File: src/rtl/core/esckd_pkg.sv
// ----------------------------------------------------------------------------
// esckd_pkg
// Types, character constants and key codes shared by the escape key decoder.
// ----------------------------------------------------------------------------
package esckd_pkg;

	// Characters recognized by the parser
	localparam logic [7:0] CH_ESC   = 8'h1b;
	localparam logic [7:0] CH_LBRKT = 8'h5b;  // '['
	localparam logic [7:0] CH_TILDE = 8'h7e;  // '~'
	localparam logic [7:0] CH_0     = 8'h30;  // '0'
	localparam logic [7:0] CH_9     = 8'h39;  // '9'
	localparam logic [7:0] CH_A     = 8'h41;  // 'A'
	localparam logic [7:0] CH_B     = 8'h42;  // 'B'
	localparam logic [7:0] CH_C     = 8'h43;  // 'C'
	localparam logic [7:0] CH_D     = 8'h44;  // 'D'
	localparam logic [7:0] CH_H     = 8'h48;  // 'H'
	localparam logic [7:0] CH_F     = 8'h46;  // 'F'

	// Key codes
	localparam logic [8:0] KEY_NONE  = 9'd0;
	localparam logic [8:0] KEY_ESC   = 9'd27;
	localparam logic [8:0] KEY_UP    = 9'd256;
	localparam logic [8:0] KEY_DOWN  = 9'd257;
	localparam logic [8:0] KEY_RIGHT = 9'd258;
	localparam logic [8:0] KEY_LEFT  = 9'd259;
	localparam logic [8:0] KEY_HOME  = 9'd260;
	localparam logic [8:0] KEY_END   = 9'd261;
	localparam logic [8:0] KEY_DEL   = 9'd262;
	localparam logic [8:0] KEY_PGUP  = 9'd263;
	localparam logic [8:0] KEY_PGDN  = 9'd264;

	// Tilde sequence digits
	localparam logic [3:0] DIG_HOME = 4'd1;
	localparam logic [3:0] DIG_DEL  = 4'd3;
	localparam logic [3:0] DIG_END  = 4'd4;
	localparam logic [3:0] DIG_PGUP = 4'd5;
	localparam logic [3:0] DIG_PGDN = 4'd6;

	// Output queue geometry
	localparam int OQ_DEPTH = 4;
	localparam int OQ_AW    = $clog2(OQ_DEPTH);
	localparam int OQ_CW    = $clog2(OQ_DEPTH + 1);

	typedef enum logic [3:0] {
		PH_IDLE  = 4'b0001,
		PH_ESC   = 4'b0010,
		PH_CSI   = 4'b0100,
		PH_DIGIT = 4'b1000
	} esckd_phase_t;

	// One input byte event
	typedef struct packed {
		logic       no_byte;
		logic [7:0] byte_value;
	} esckd_item_t;

	// Results caused by one item: cnt of 0, 1 or 2 codes
	typedef struct packed {
		logic [1:0] cnt;
		logic [8:0] code0;
		logic [8:0] code1;
	} esckd_res_t;

	// One queued result item
	typedef struct packed {
		logic       last;
		logic [8:0] key_code;
	} esckd_ent_t;

	function automatic logic [8:0] csi_letter(input logic [7:0] b);
		logic [8:0] k;
		case (b)
			CH_A:    k = KEY_UP;
			CH_B:    k = KEY_DOWN;
			CH_C:    k = KEY_RIGHT;
			CH_D:    k = KEY_LEFT;
			CH_H:    k = KEY_HOME;
			CH_F:    k = KEY_END;
			default: k = KEY_NONE;
		endcase
		return k;
	endfunction

	function automatic logic [8:0] csi_tilde(input logic [3:0] d);
		logic [8:0] k;
		case (d)
			DIG_HOME: k = KEY_HOME;
			DIG_DEL:  k = KEY_DEL;
			DIG_END:  k = KEY_END;
			DIG_PGUP: k = KEY_PGUP;
			DIG_PGDN: k = KEY_PGDN;
			default:  k = KEY_NONE;
		endcase
		return k;
	endfunction

endpackage

File: src/rtl/core/escape_sequence_key_decoder.sv
// ----------------------------------------------------------------------------
// escape_sequence_key_decoder
// Turns a stream of terminal bytes into key codes (arrows, home, end, ...).
// ----------------------------------------------------------------------------
// Usage:
//   Input channel s_axis: one terminal byte per item in tdata[7:0]; tuser
//   set means the read failed and no byte is present (gives ESC, resets
//   the parser).
//   Output channel m_axis: one key code per item in tdata[8:0]; codes 0-255
//   are bytes, 256-264 are up, down, right, left, home, end, delete,
//   page up, page down. tlast marks the final key caused by one input byte.
//   An input byte causes zero, one or two output items.
// Timing:
//   A byte is held in the input register, decoded and written into the
//   result queue when it has room; its first key is offered from the queue
//   head. One byte is taken per cycle while the queue has room; a byte that
//   yields two keys gives them out one after the other, and the 4-entry
//   result queue absorbs that.
// Reset:
//   arst_n clears the parser to idle and empties the queue; no clearing pass.
// Stall:
//   While m_axis_tready is low, results wait in the queue; s_axis_tready
//   drops once the queue cannot take two more results and the input
//   register is full, and rises again as keys drain.
// ----------------------------------------------------------------------------
module escape_sequence_key_decoder (
	input  logic        clk,
	input  logic        arst_n,
	input  logic        s_axis_tvalid,
	output logic        s_axis_tready,
	input  logic [7:0]  s_axis_tdata,   // [7:0] byte_value
	input  logic        s_axis_tuser,   // [0] no_byte
	output logic        m_axis_tvalid,
	input  logic        m_axis_tready,
	output logic [15:0] m_axis_tdata,   // [8:0] key_code, [15:9] zero
	output logic        m_axis_tlast
);

	logic                  valid_s1;
	esckd_pkg::esckd_item_t item_s1;
	esckd_pkg::esckd_res_t  res;
	esckd_pkg::esckd_ent_t  out_ent;
	logic                  room;
	logic                  adv;
	logic                  load;

	// advance the registered byte into the parser when the queue has room
	assign adv           = valid_s1 && room;
	assign s_axis_tready = !valid_s1 || room;
	assign load          = s_axis_tvalid && s_axis_tready;

	always_ff @(posedge clk or negedge arst_n) begin
		if (!arst_n) begin
			valid_s1 <= 1'b0;
		end else if (load) begin
			valid_s1 <= 1'b1;
		end else if (adv) begin
			valid_s1 <= 1'b0;
		end
	end

	// hold the payload until it is decoded
	always_ff @(posedge clk) begin
		if (load) begin
			item_s1 <= '{no_byte: s_axis_tuser, byte_value: s_axis_tdata};
		end
	end

	esckd_parser u_parser (
		.clk    (clk),
		.arst_n (arst_n),
		.adv    (adv),
		.item   (item_s1),
		.res    (res)
	);

	esckd_outq u_outq (
		.clk       (clk),
		.arst_n    (arst_n),
		.push      (adv),
		.res       (res),
		.room      (room),
		.out_valid (m_axis_tvalid),
		.out_ready (m_axis_tready),
		.out_ent   (out_ent)
	);

	assign m_axis_tdata = {7'd0, out_ent.key_code};
	assign m_axis_tlast = out_ent.last;

endmodule

File: src/rtl/core/esckd_parser.sv
// ----------------------------------------------------------------------------
// esckd_parser
// Parse phase and held digit; decodes one registered item into its results.
// ----------------------------------------------------------------------------
module esckd_parser (
	input  logic                clk,
	input  logic                arst_n,
	input  logic                adv,
	input  esckd_pkg::esckd_item_t item,
	output esckd_pkg::esckd_res_t  res
);

	esckd_pkg::esckd_phase_t phase_q, phase_d;
	logic [3:0] held_digit_q, held_digit_d;
	logic [7:0] b;
	logic [7:0] dig;

	assign b   = item.byte_value;
	assign dig = b - esckd_pkg::CH_0;

	always_comb begin
		phase_d      = phase_q;
		held_digit_d = held_digit_q;
		res.cnt      = 2'd0;
		res.code0    = esckd_pkg::KEY_NONE;
		res.code1    = esckd_pkg::KEY_NONE;
		if (item.no_byte) begin
			phase_d   = esckd_pkg::PH_IDLE;
			res.cnt   = 2'd1;
			res.code0 = esckd_pkg::KEY_ESC;
		end else begin
			case (phase_q)
				esckd_pkg::PH_IDLE: begin
					if (b == esckd_pkg::CH_ESC) begin
						phase_d = esckd_pkg::PH_ESC;
					end else begin
						res.cnt   = 2'd1;
						res.code0 = {1'b0, b};
					end
				end
				esckd_pkg::PH_ESC: begin
					if (b == esckd_pkg::CH_LBRKT) begin
						phase_d = esckd_pkg::PH_CSI;
					end else if (b == esckd_pkg::CH_ESC) begin
						// give the first ESC, the second one opens a new sequence
						res.cnt   = 2'd1;
						res.code0 = esckd_pkg::KEY_ESC;
					end else begin
						phase_d   = esckd_pkg::PH_IDLE;
						res.cnt   = 2'd2;
						res.code0 = esckd_pkg::KEY_ESC;
						res.code1 = {1'b0, b};
					end
				end
				esckd_pkg::PH_CSI: begin
					if (b inside {[esckd_pkg::CH_0:esckd_pkg::CH_9]}) begin
						phase_d      = esckd_pkg::PH_DIGIT;
						held_digit_d = dig[3:0];
					end else begin
						phase_d   = esckd_pkg::PH_IDLE;
						res.cnt   = 2'd1;
						res.code0 = esckd_pkg::csi_letter(b);
					end
				end
				esckd_pkg::PH_DIGIT: begin
					phase_d   = esckd_pkg::PH_IDLE;
					res.cnt   = 2'd1;
					res.code0 = (b == esckd_pkg::CH_TILDE) ?
					            esckd_pkg::csi_tilde(held_digit_q) : esckd_pkg::KEY_NONE;
				end
				default: begin
					phase_d = esckd_pkg::PH_IDLE;
				end
			endcase
		end
	end

	always_ff @(posedge clk or negedge arst_n) begin
		if (!arst_n) begin
			phase_q      <= esckd_pkg::PH_IDLE;
			held_digit_q <= 4'd0;
		end else if (adv) begin
			phase_q      <= phase_d;
			held_digit_q <= held_digit_d;
		end
	end

`ifndef NO_ASSERTIONS
	a_pair_starts_esc: assert property (@(posedge clk) disable iff (!arst_n)
		adv && res.cnt == 2'd2 |-> res.code0 == esckd_pkg::KEY_ESC)
		else $error("two-result item does not start with ESC");
	a_miss_one_result: assert property (@(posedge clk) disable iff (!arst_n)
		adv && item.no_byte |-> res.cnt == 2'd1)
		else $error("missing byte did not give exactly one result");
	a_miss_to_idle: assert property (@(posedge clk) disable iff (!arst_n)
		adv && item.no_byte |=> phase_q == esckd_pkg::PH_IDLE)
		else $error("missing byte did not return parser to idle");
`endif

endmodule

File: src/rtl/core/esckd_outq.sv
// ----------------------------------------------------------------------------
// esckd_outq
// Small result queue: takes up to two results per cycle, gives one while out_ready is high.
// ----------------------------------------------------------------------------
module esckd_outq (
	input  logic                  clk,
	input  logic                  arst_n,
	input  logic                  push,
	input  esckd_pkg::esckd_res_t res,
	output logic                  room,
	output logic                  out_valid,
	input  logic                  out_ready,
	output esckd_pkg::esckd_ent_t out_ent
);

	esckd_pkg::esckd_ent_t mem_q [esckd_pkg::OQ_DEPTH];
	logic [esckd_pkg::OQ_AW-1:0] wr_q, rd_q, wr1;
	logic [esckd_pkg::OQ_CW-1:0] count_q;
	logic [esckd_pkg::OQ_CW-1:0] n_push;
	logic pop;

	assign n_push    = push ? esckd_pkg::OQ_CW'(res.cnt) : '0;
	assign pop       = out_valid && out_ready;
	assign out_valid = (count_q != '0);
	assign out_ent   = mem_q[rd_q];
	// room for the largest burst an item can cause
	assign room      = (count_q <= esckd_pkg::OQ_CW'(esckd_pkg::OQ_DEPTH - 2));
	assign wr1       = wr_q + 1'b1;

	always_ff @(posedge clk) begin
		if (push && res.cnt != 2'd0) begin
			mem_q[wr_q] <= '{last: (res.cnt == 2'd1), key_code: res.code0};
		end
		if (push && res.cnt == 2'd2) begin
			mem_q[wr1] <= '{last: 1'b1, key_code: res.code1};
		end
	end

	always_ff @(posedge clk or negedge arst_n) begin
		if (!arst_n) begin
			wr_q    <= '0;
			rd_q    <= '0;
			count_q <= '0;
		end else begin
			wr_q    <= wr_q + esckd_pkg::OQ_AW'(n_push);
			rd_q    <= rd_q + esckd_pkg::OQ_AW'(pop);
			count_q <= count_q + n_push - esckd_pkg::OQ_CW'(pop);
		end
	end

`ifndef NO_ASSERTIONS
	a_no_overflow: assert property (@(posedge clk) disable iff (!arst_n)
		count_q <= esckd_pkg::OQ_CW'(esckd_pkg::OQ_DEPTH))
		else $error("result queue overflow");
	a_push_has_room: assert property (@(posedge clk) disable iff (!arst_n)
		push |-> room)
		else $error("push without room");
	a_pop_drains: assert property (@(posedge clk) disable iff (!arst_n)
		pop && n_push == '0 |=> count_q == $past(count_q) - 1'b1)
		else $error("pop did not drain one entry");
`endif

endmodule

File: config.mk
export PLATFORM = sky130hd
export DESIGN_NAME = escape_sequence_key_decoder
export DESIGN_NICKNAME = d
export VERILOG_FILES = /design/src/rtl/core/esckd_pkg.sv /design/src/rtl/core/escape_sequence_key_decoder.sv /design/src/rtl/core/esckd_parser.sv /design/src/rtl/core/esckd_outq.sv
export SDC_FILE = /design/constraint.sdc
export NUM_CORES = 1
export LEC_CHECK = 0
export ABC_AREA = 0
export ABC_CLOCK_PERIOD_IN_PS = 8900
export BUFFER_PORTS_ARGS = -buffer_cell sky130_fd_sc_hd__buf_2
export CORE_MARGIN = 2
export CORE_UTILIZATION = 64
export DETAILED_ROUTE_END_ITERATION = 12
export MAX_ROUTING_LAYER = met4
export PLACE_DENSITY = 0.85
export SLEW_MARGIN = 20
export SYNTH_ARGS = -nofsm -noshare
export SYNTH_HDL_FRONTEND = slang
export SYNTH_HIERARCHICAL = 1
export SYNTH_SLANG_ARGS = --single-unit
export TNS_END_PERCENT = 10
File: constraint.sdc
create_clock -name clk -period 8.9 [get_ports clk]
set_input_delay 0.445 -clock clk [delete_from_list [all_inputs] [get_ports clk]]
set_output_delay 0.445 -clock clk [all_outputs]
set_load 0.01 [all_outputs]
* Yosys cells after proc, flatten, opt, wreduce, memory -nomap -nowiden *
Memory sizes are Yosys's and may differ from the RTL's.
Cells that the tools add are included.

word-level totals
  register bits after elaboration = 25
  RAM bits = 40
  input port bits = 13
  output and inout port bits = 19
  word-level logic and storage cells = 79
  memories = 1

operators by class
  $add $sub $neg = 6
  order comparisons = 3
  eq/ne operators = 22
  multiplexer cells = 25
  bitwise operators = 1
  reductions and logical operators = 13

memory list
  name          depth  width  read ports  clocked after memory_dff  write ports  RTL line          RTL
  u_outq.mem_q  4      10     1           0                         2            esckd_outq.sv:16  esckd_pkg::esckd_ent_t mem_q [esckd_pkg::OQ_DEPTH];

operators by type and width
  kind                                                               count
  equality test 8 x 7 -> 1 bit, second input constant                8
  case mux 9 bit (6 select lines)                                    1
  case mux 9 bit (5 select lines)                                    1
  case mux 11 bit (4 select lines)                                   1
  two-way mux 9 bit                                                  3
  two-way mux 11 bit                                                 2
  two-way mux 10 bit                                                 2
  two-way mux 20 bit                                                 1
  two-way mux 4 bit                                                  5
  equality test 4 x 3 -> 1 bit, second input constant                4
  case mux 4 bit (3 select lines)                                    1
  equality test 4 x 1 -> 1 bit, second input constant                2
  equality test 4 x 2 -> 1 bit, second input constant                2
  equality test 8 x 5 -> 1 bit, second input constant                1
  greater-or-equal comparator 8 x 6 -> 1 bit, second input constant  1
  <= comparator 8 x 6 -> 1 bit, second input constant                1
  two-way mux 8 bit                                                  1
  logical AND 1 bit                                                  6
  two-way mux 1 bit                                                  6
  equality test 4 bit, second input constant                         1
  != test 4 bit, second input constant                               1
  AND reduction 4 bit                                                1
  nonzero test 2 bit                                                 2
  subtractor 4 x 1 -> 4 bit, second input constant                   1
  other kinds (15)                                                   15

* Logic depth before layout (Yosys ltp) *
  depth after elaboration = 9
  mapped depth = 13
  depth with buffers taken out = 11

* Hierarchy *
Netlist, hierarchy kept.

modules (own cells, without submodules)
  module                       times used  cells each  area each (µm²)  sequential area each (µm²)
  esckd_outq                   1           160         2412.3           1336.3
  esckd_parser                 1           112         910.9            201.4
  escape_sequence_key_decoder  1           22          386.6            295.3

* Least setup slack after synthesis *
OpenSTA, ideal clock, no wires.

  kind = register to register
  from = register u_parser.phase_q[0]
  to = register u_outq/count_q[2] (netlist name)
  setup time = 0.123 ns
  data arrival time = 3.032 ns
  data required time = 8.777 ns
  setup slack = 5.745 ns
  cell stages (with the launch flop) = 13
  buffers on the path = 1
  period minus slack after synthesis = 3.155 ns
  cells stage by stage = dfstp_2 > or4b_2 > a31oi_1 > nor2_1 > o2111ai_1 > and2_4 > buf_6 > xnor2_1 > ha_1 > inv_1 > fa_1 > xor2_1 > xnor2_1

RTL lines
  element                   RTL line            RTL
  start: declaration        esckd_parser.sv:13  esckd_pkg::esckd_phase_t phase_q, phase_d;
  start signal: assignment  esckd_parser.sv:80  phase_q <= esckd_pkg::PH_IDLE;
  start signal: assignment  esckd_parser.sv:83  phase_q <= phase_d;
  end signal: assignment    esckd_outq.sv:47    count_q <= count_q + n_push - esckd_pkg::OQ_CW'(pop);
  end: declaration          esckd_outq.sv:18    logic [esckd_pkg::OQ_CW-1:0] count_q;

==> metrics.cfg <==
[detailed_routing]
dr.pass1.iters = 5
wirelength_mm = 7.220
antenna_left = 0
drc = 0
routedWlPerCell_um = 18.51
vias_per_cell = 6.521
drt_iter0_drc = 300
vias = 2543

[clock_network]
clkTransAtPathRegs_ps = 80
insertion_delay_ps = 340
cts_tree = built
cts_buffer_depth = 2
cts_resized = 0
cts_num_sinks = 65
postCtsSetupRepairBufs = 0
cts_buffers = 9
htreeDepth = 3
ctsRootBufferMaster = clkbuf_8
hold_buffers = 0

[worst_setup_path]
critical_path_class = reg2reg
critPathLaunchType = register
critPathMaxStageDelay_ps = 900
critPathMaxFanout = 12
arrival_ps = 3520
slowest_stage = a311oi_2
required_ps = 8850
critPathCaptureType = register
path_cells = or4b_2 -> a311oi_2 -> nand3b_4 -> o22ai_1

[die]
core_area_um2 = 5540
die-area_um2 = 6422
die_x_um = 80.14
num_rows = 27
die-height_um = 80.14
io-pin-count = 32
start_util_pct = 66.96

[layout]
multi_input_area_um2 = 1708
antennaDiodeCount = 0
fin_nets = 330
nFillCells = 384
stdcell_count = 390
drive_above_1_share_pct = 26.73
syn_to_final_growth_pct = 7.487
seq_area_um2 = 1833
final_area_um2 = 3988
final_util_pct = 71.97

[placement]
placed_cells = 374
place_congestion = 0.9358
hpwl_mm = 5.332
place_area_um2 = 3800
portBuffers = 24

[power_and_ir_drop]
p_per_area_nw_per_um2 = 288.1
power_frac_comb_pct = 35.8
clock_power_share_pct = 20.8
peakVddDrop_mv = 0.1710
intPower_mw = 0.7244
leakagePower_nw = 1.456
seqPwrFrac_pct = 43.4
p_sw_mw = 0.4244
switching_share_pct = 36.94

[yosys]
synth_common_cells = 45 x edfxtp_1, 36 x a22o_1, 15 x dfrtp_1
syn_area_per_cell_um2 = 12.62
synth-main-ff-cell = edfxtp_1
ys_seq_elements = 65
synthArstFlopShare_pct = 24.62
yosys-top-cells-area = edfxtp_1 36%, dfrtp_1 10%, a22o_1 8.5%, mux4_2 6.1%, buf_4 2.2%
ys_seq_area_share_pct = 49.41
synth.cell_area_um2 = 3710
synth.distinct_cells = 69
yosys.area.top_type = edfxtp_1
synth-edff-count = 45
netlist_instances = 294
synth.most_common_cell = edfxtp_1
yosysWarnings = 6
synth_top_area_share_pct = 36.42

[timing]
rsz0062_at_grt = no
worstMarginPinSlew_ps = 1012
setup_viol = 0
period_minus_slack_ps = 3566
timing.fmax_mhz = 280.5
final_hold_viol_count = 0
skew_ps = 10.40
slew_viol_final = 0
finalCritPeriodShare_pct = 40.06
slew-limit-headroom_pct = 32.54
hold_ws_ps = 30.98
tns_ps = 0

[grt]
grt_usage_pct = 25.85
grt_pass1_vias = 2403
grt_pass1_wl_mm = 12.09
grt_max_degree = 17
overflow = 0
antenna_found_initial = 0

[min_path]
worstHoldPathType = in2async

[job]
cap_violations = 0

[status]
status = finished, final reports clean

==> through the flow <==
stage,power [mW],worst slack [ps]
finish,1.149,5335
global route,1.216,5147
CTS,1.151,5347
detailed placement,0.9157,5357
global placement,0.8915,5451
floorplan,0.8244,5745
==> layout by cell type (no fill, tap or decap), types with 4 or more instances in the layout <==
master	count
nand2b_1	4
a22o_1	36
edfxtp_1	45
and2_1	8
mux2_4	4
xor2_1	4
a21oi_1	7
nor2_1	5
nor3_1	4
mux4_2	10
and3_1	4
inv_1	13
o21ai_0	8
nand2_1	12
or4b_2	4
nand3_1	6
dfxtp_1	4
dfrtp_1	15
nand4_1	4
xnor2_1	5
clkbuf_8	9
conb_1	8
buf_2	24
==> sequential cells by signal, indices dropped and copies added, names as in the netlist <==
signal / flops
item_s1: 9
u_outq/count_q: 3
u_outq/mem_q: 40
u_outq/rd_q: 2
u_outq/wr_q: 2
u_parser/held_digit_q: 4
u_parser/phase_q: 4
valid_s1: 1
==> cells by family after synthesis <==
| kind of cell | after synthesis | share of synthesized area (%) |
|---|---|---|
| compound gates | 71 | 14.91 |
| xor+xnor | 9 | 2.125 |
| fa+ha+maj | 4 | 1.552 |
| buf+inv | 35 | 5.329 |
| flops | 65 | 49.41 |
| mux | 18 | 8.837 |
| other cells | 2 | 0.2024 |
| simple gates | 90 | 17.64 |
==> final timing paths <==
path	from	endpoint	slack (ps)	cells past startpoint
setup / recovery	u_parser/phase_q[2]	u_outq/mem_q[2][7]	5330	4
hold / removal	arst_n	u_parser/held_digit_q[3]	30	1
setup reg to reg	u_parser/phase_q[2]	u_outq/mem_q[2][7]	5330	4
hold reg to reg	u_outq/count_q[2]	u_outq/count_q[2]	490	1
max in group asynchronous	arst_n	u_parser/phase_q[0]	8540	1
min in group clk	s_axis_tdata[1]	item_s1[1]	280	1
==> cell type report <==
cell class                 count  share of cell area, %
sequential                    65                  45.97
multi-input combinational    200                  42.83
clock buffer                  10                  3.200
timing repair buffer          24                  3.012
tap                           72                  2.259
clock inverter                 6                  1.506
inverter                      13                  1.224
==> metal layers <==
metal  vias to the layer above  wire [um]  track usage [%]
li1                       1173          -                -
met1                      1238       3106            33.46
met2                       118       3597            41.25
met3                        14        374            3.483
met4                         0        142            11.36
met5                         -          0                -
==> power by group through the flow <==
stage          combinational, mW  clock, mW  sequential (mW)
2_1_floorplan              0.383          0            0.442
3_3_place_gp               0.393          0            0.499
3_5_place_dp               0.410          0            0.506
4_1_cts                    0.410      0.241            0.499
5_1_grt                    0.453      0.252            0.512
6_report                   0.411      0.239            0.499
==> worst max-delay path: cells and delay by family, from the launching register on <==
kind               cells  cell delay, ps
AOI/OAI and AO/OA      2            1730
and+or+nand+nor        2            1010
DFF                    1             450
(Power assumes the default switching activity.)
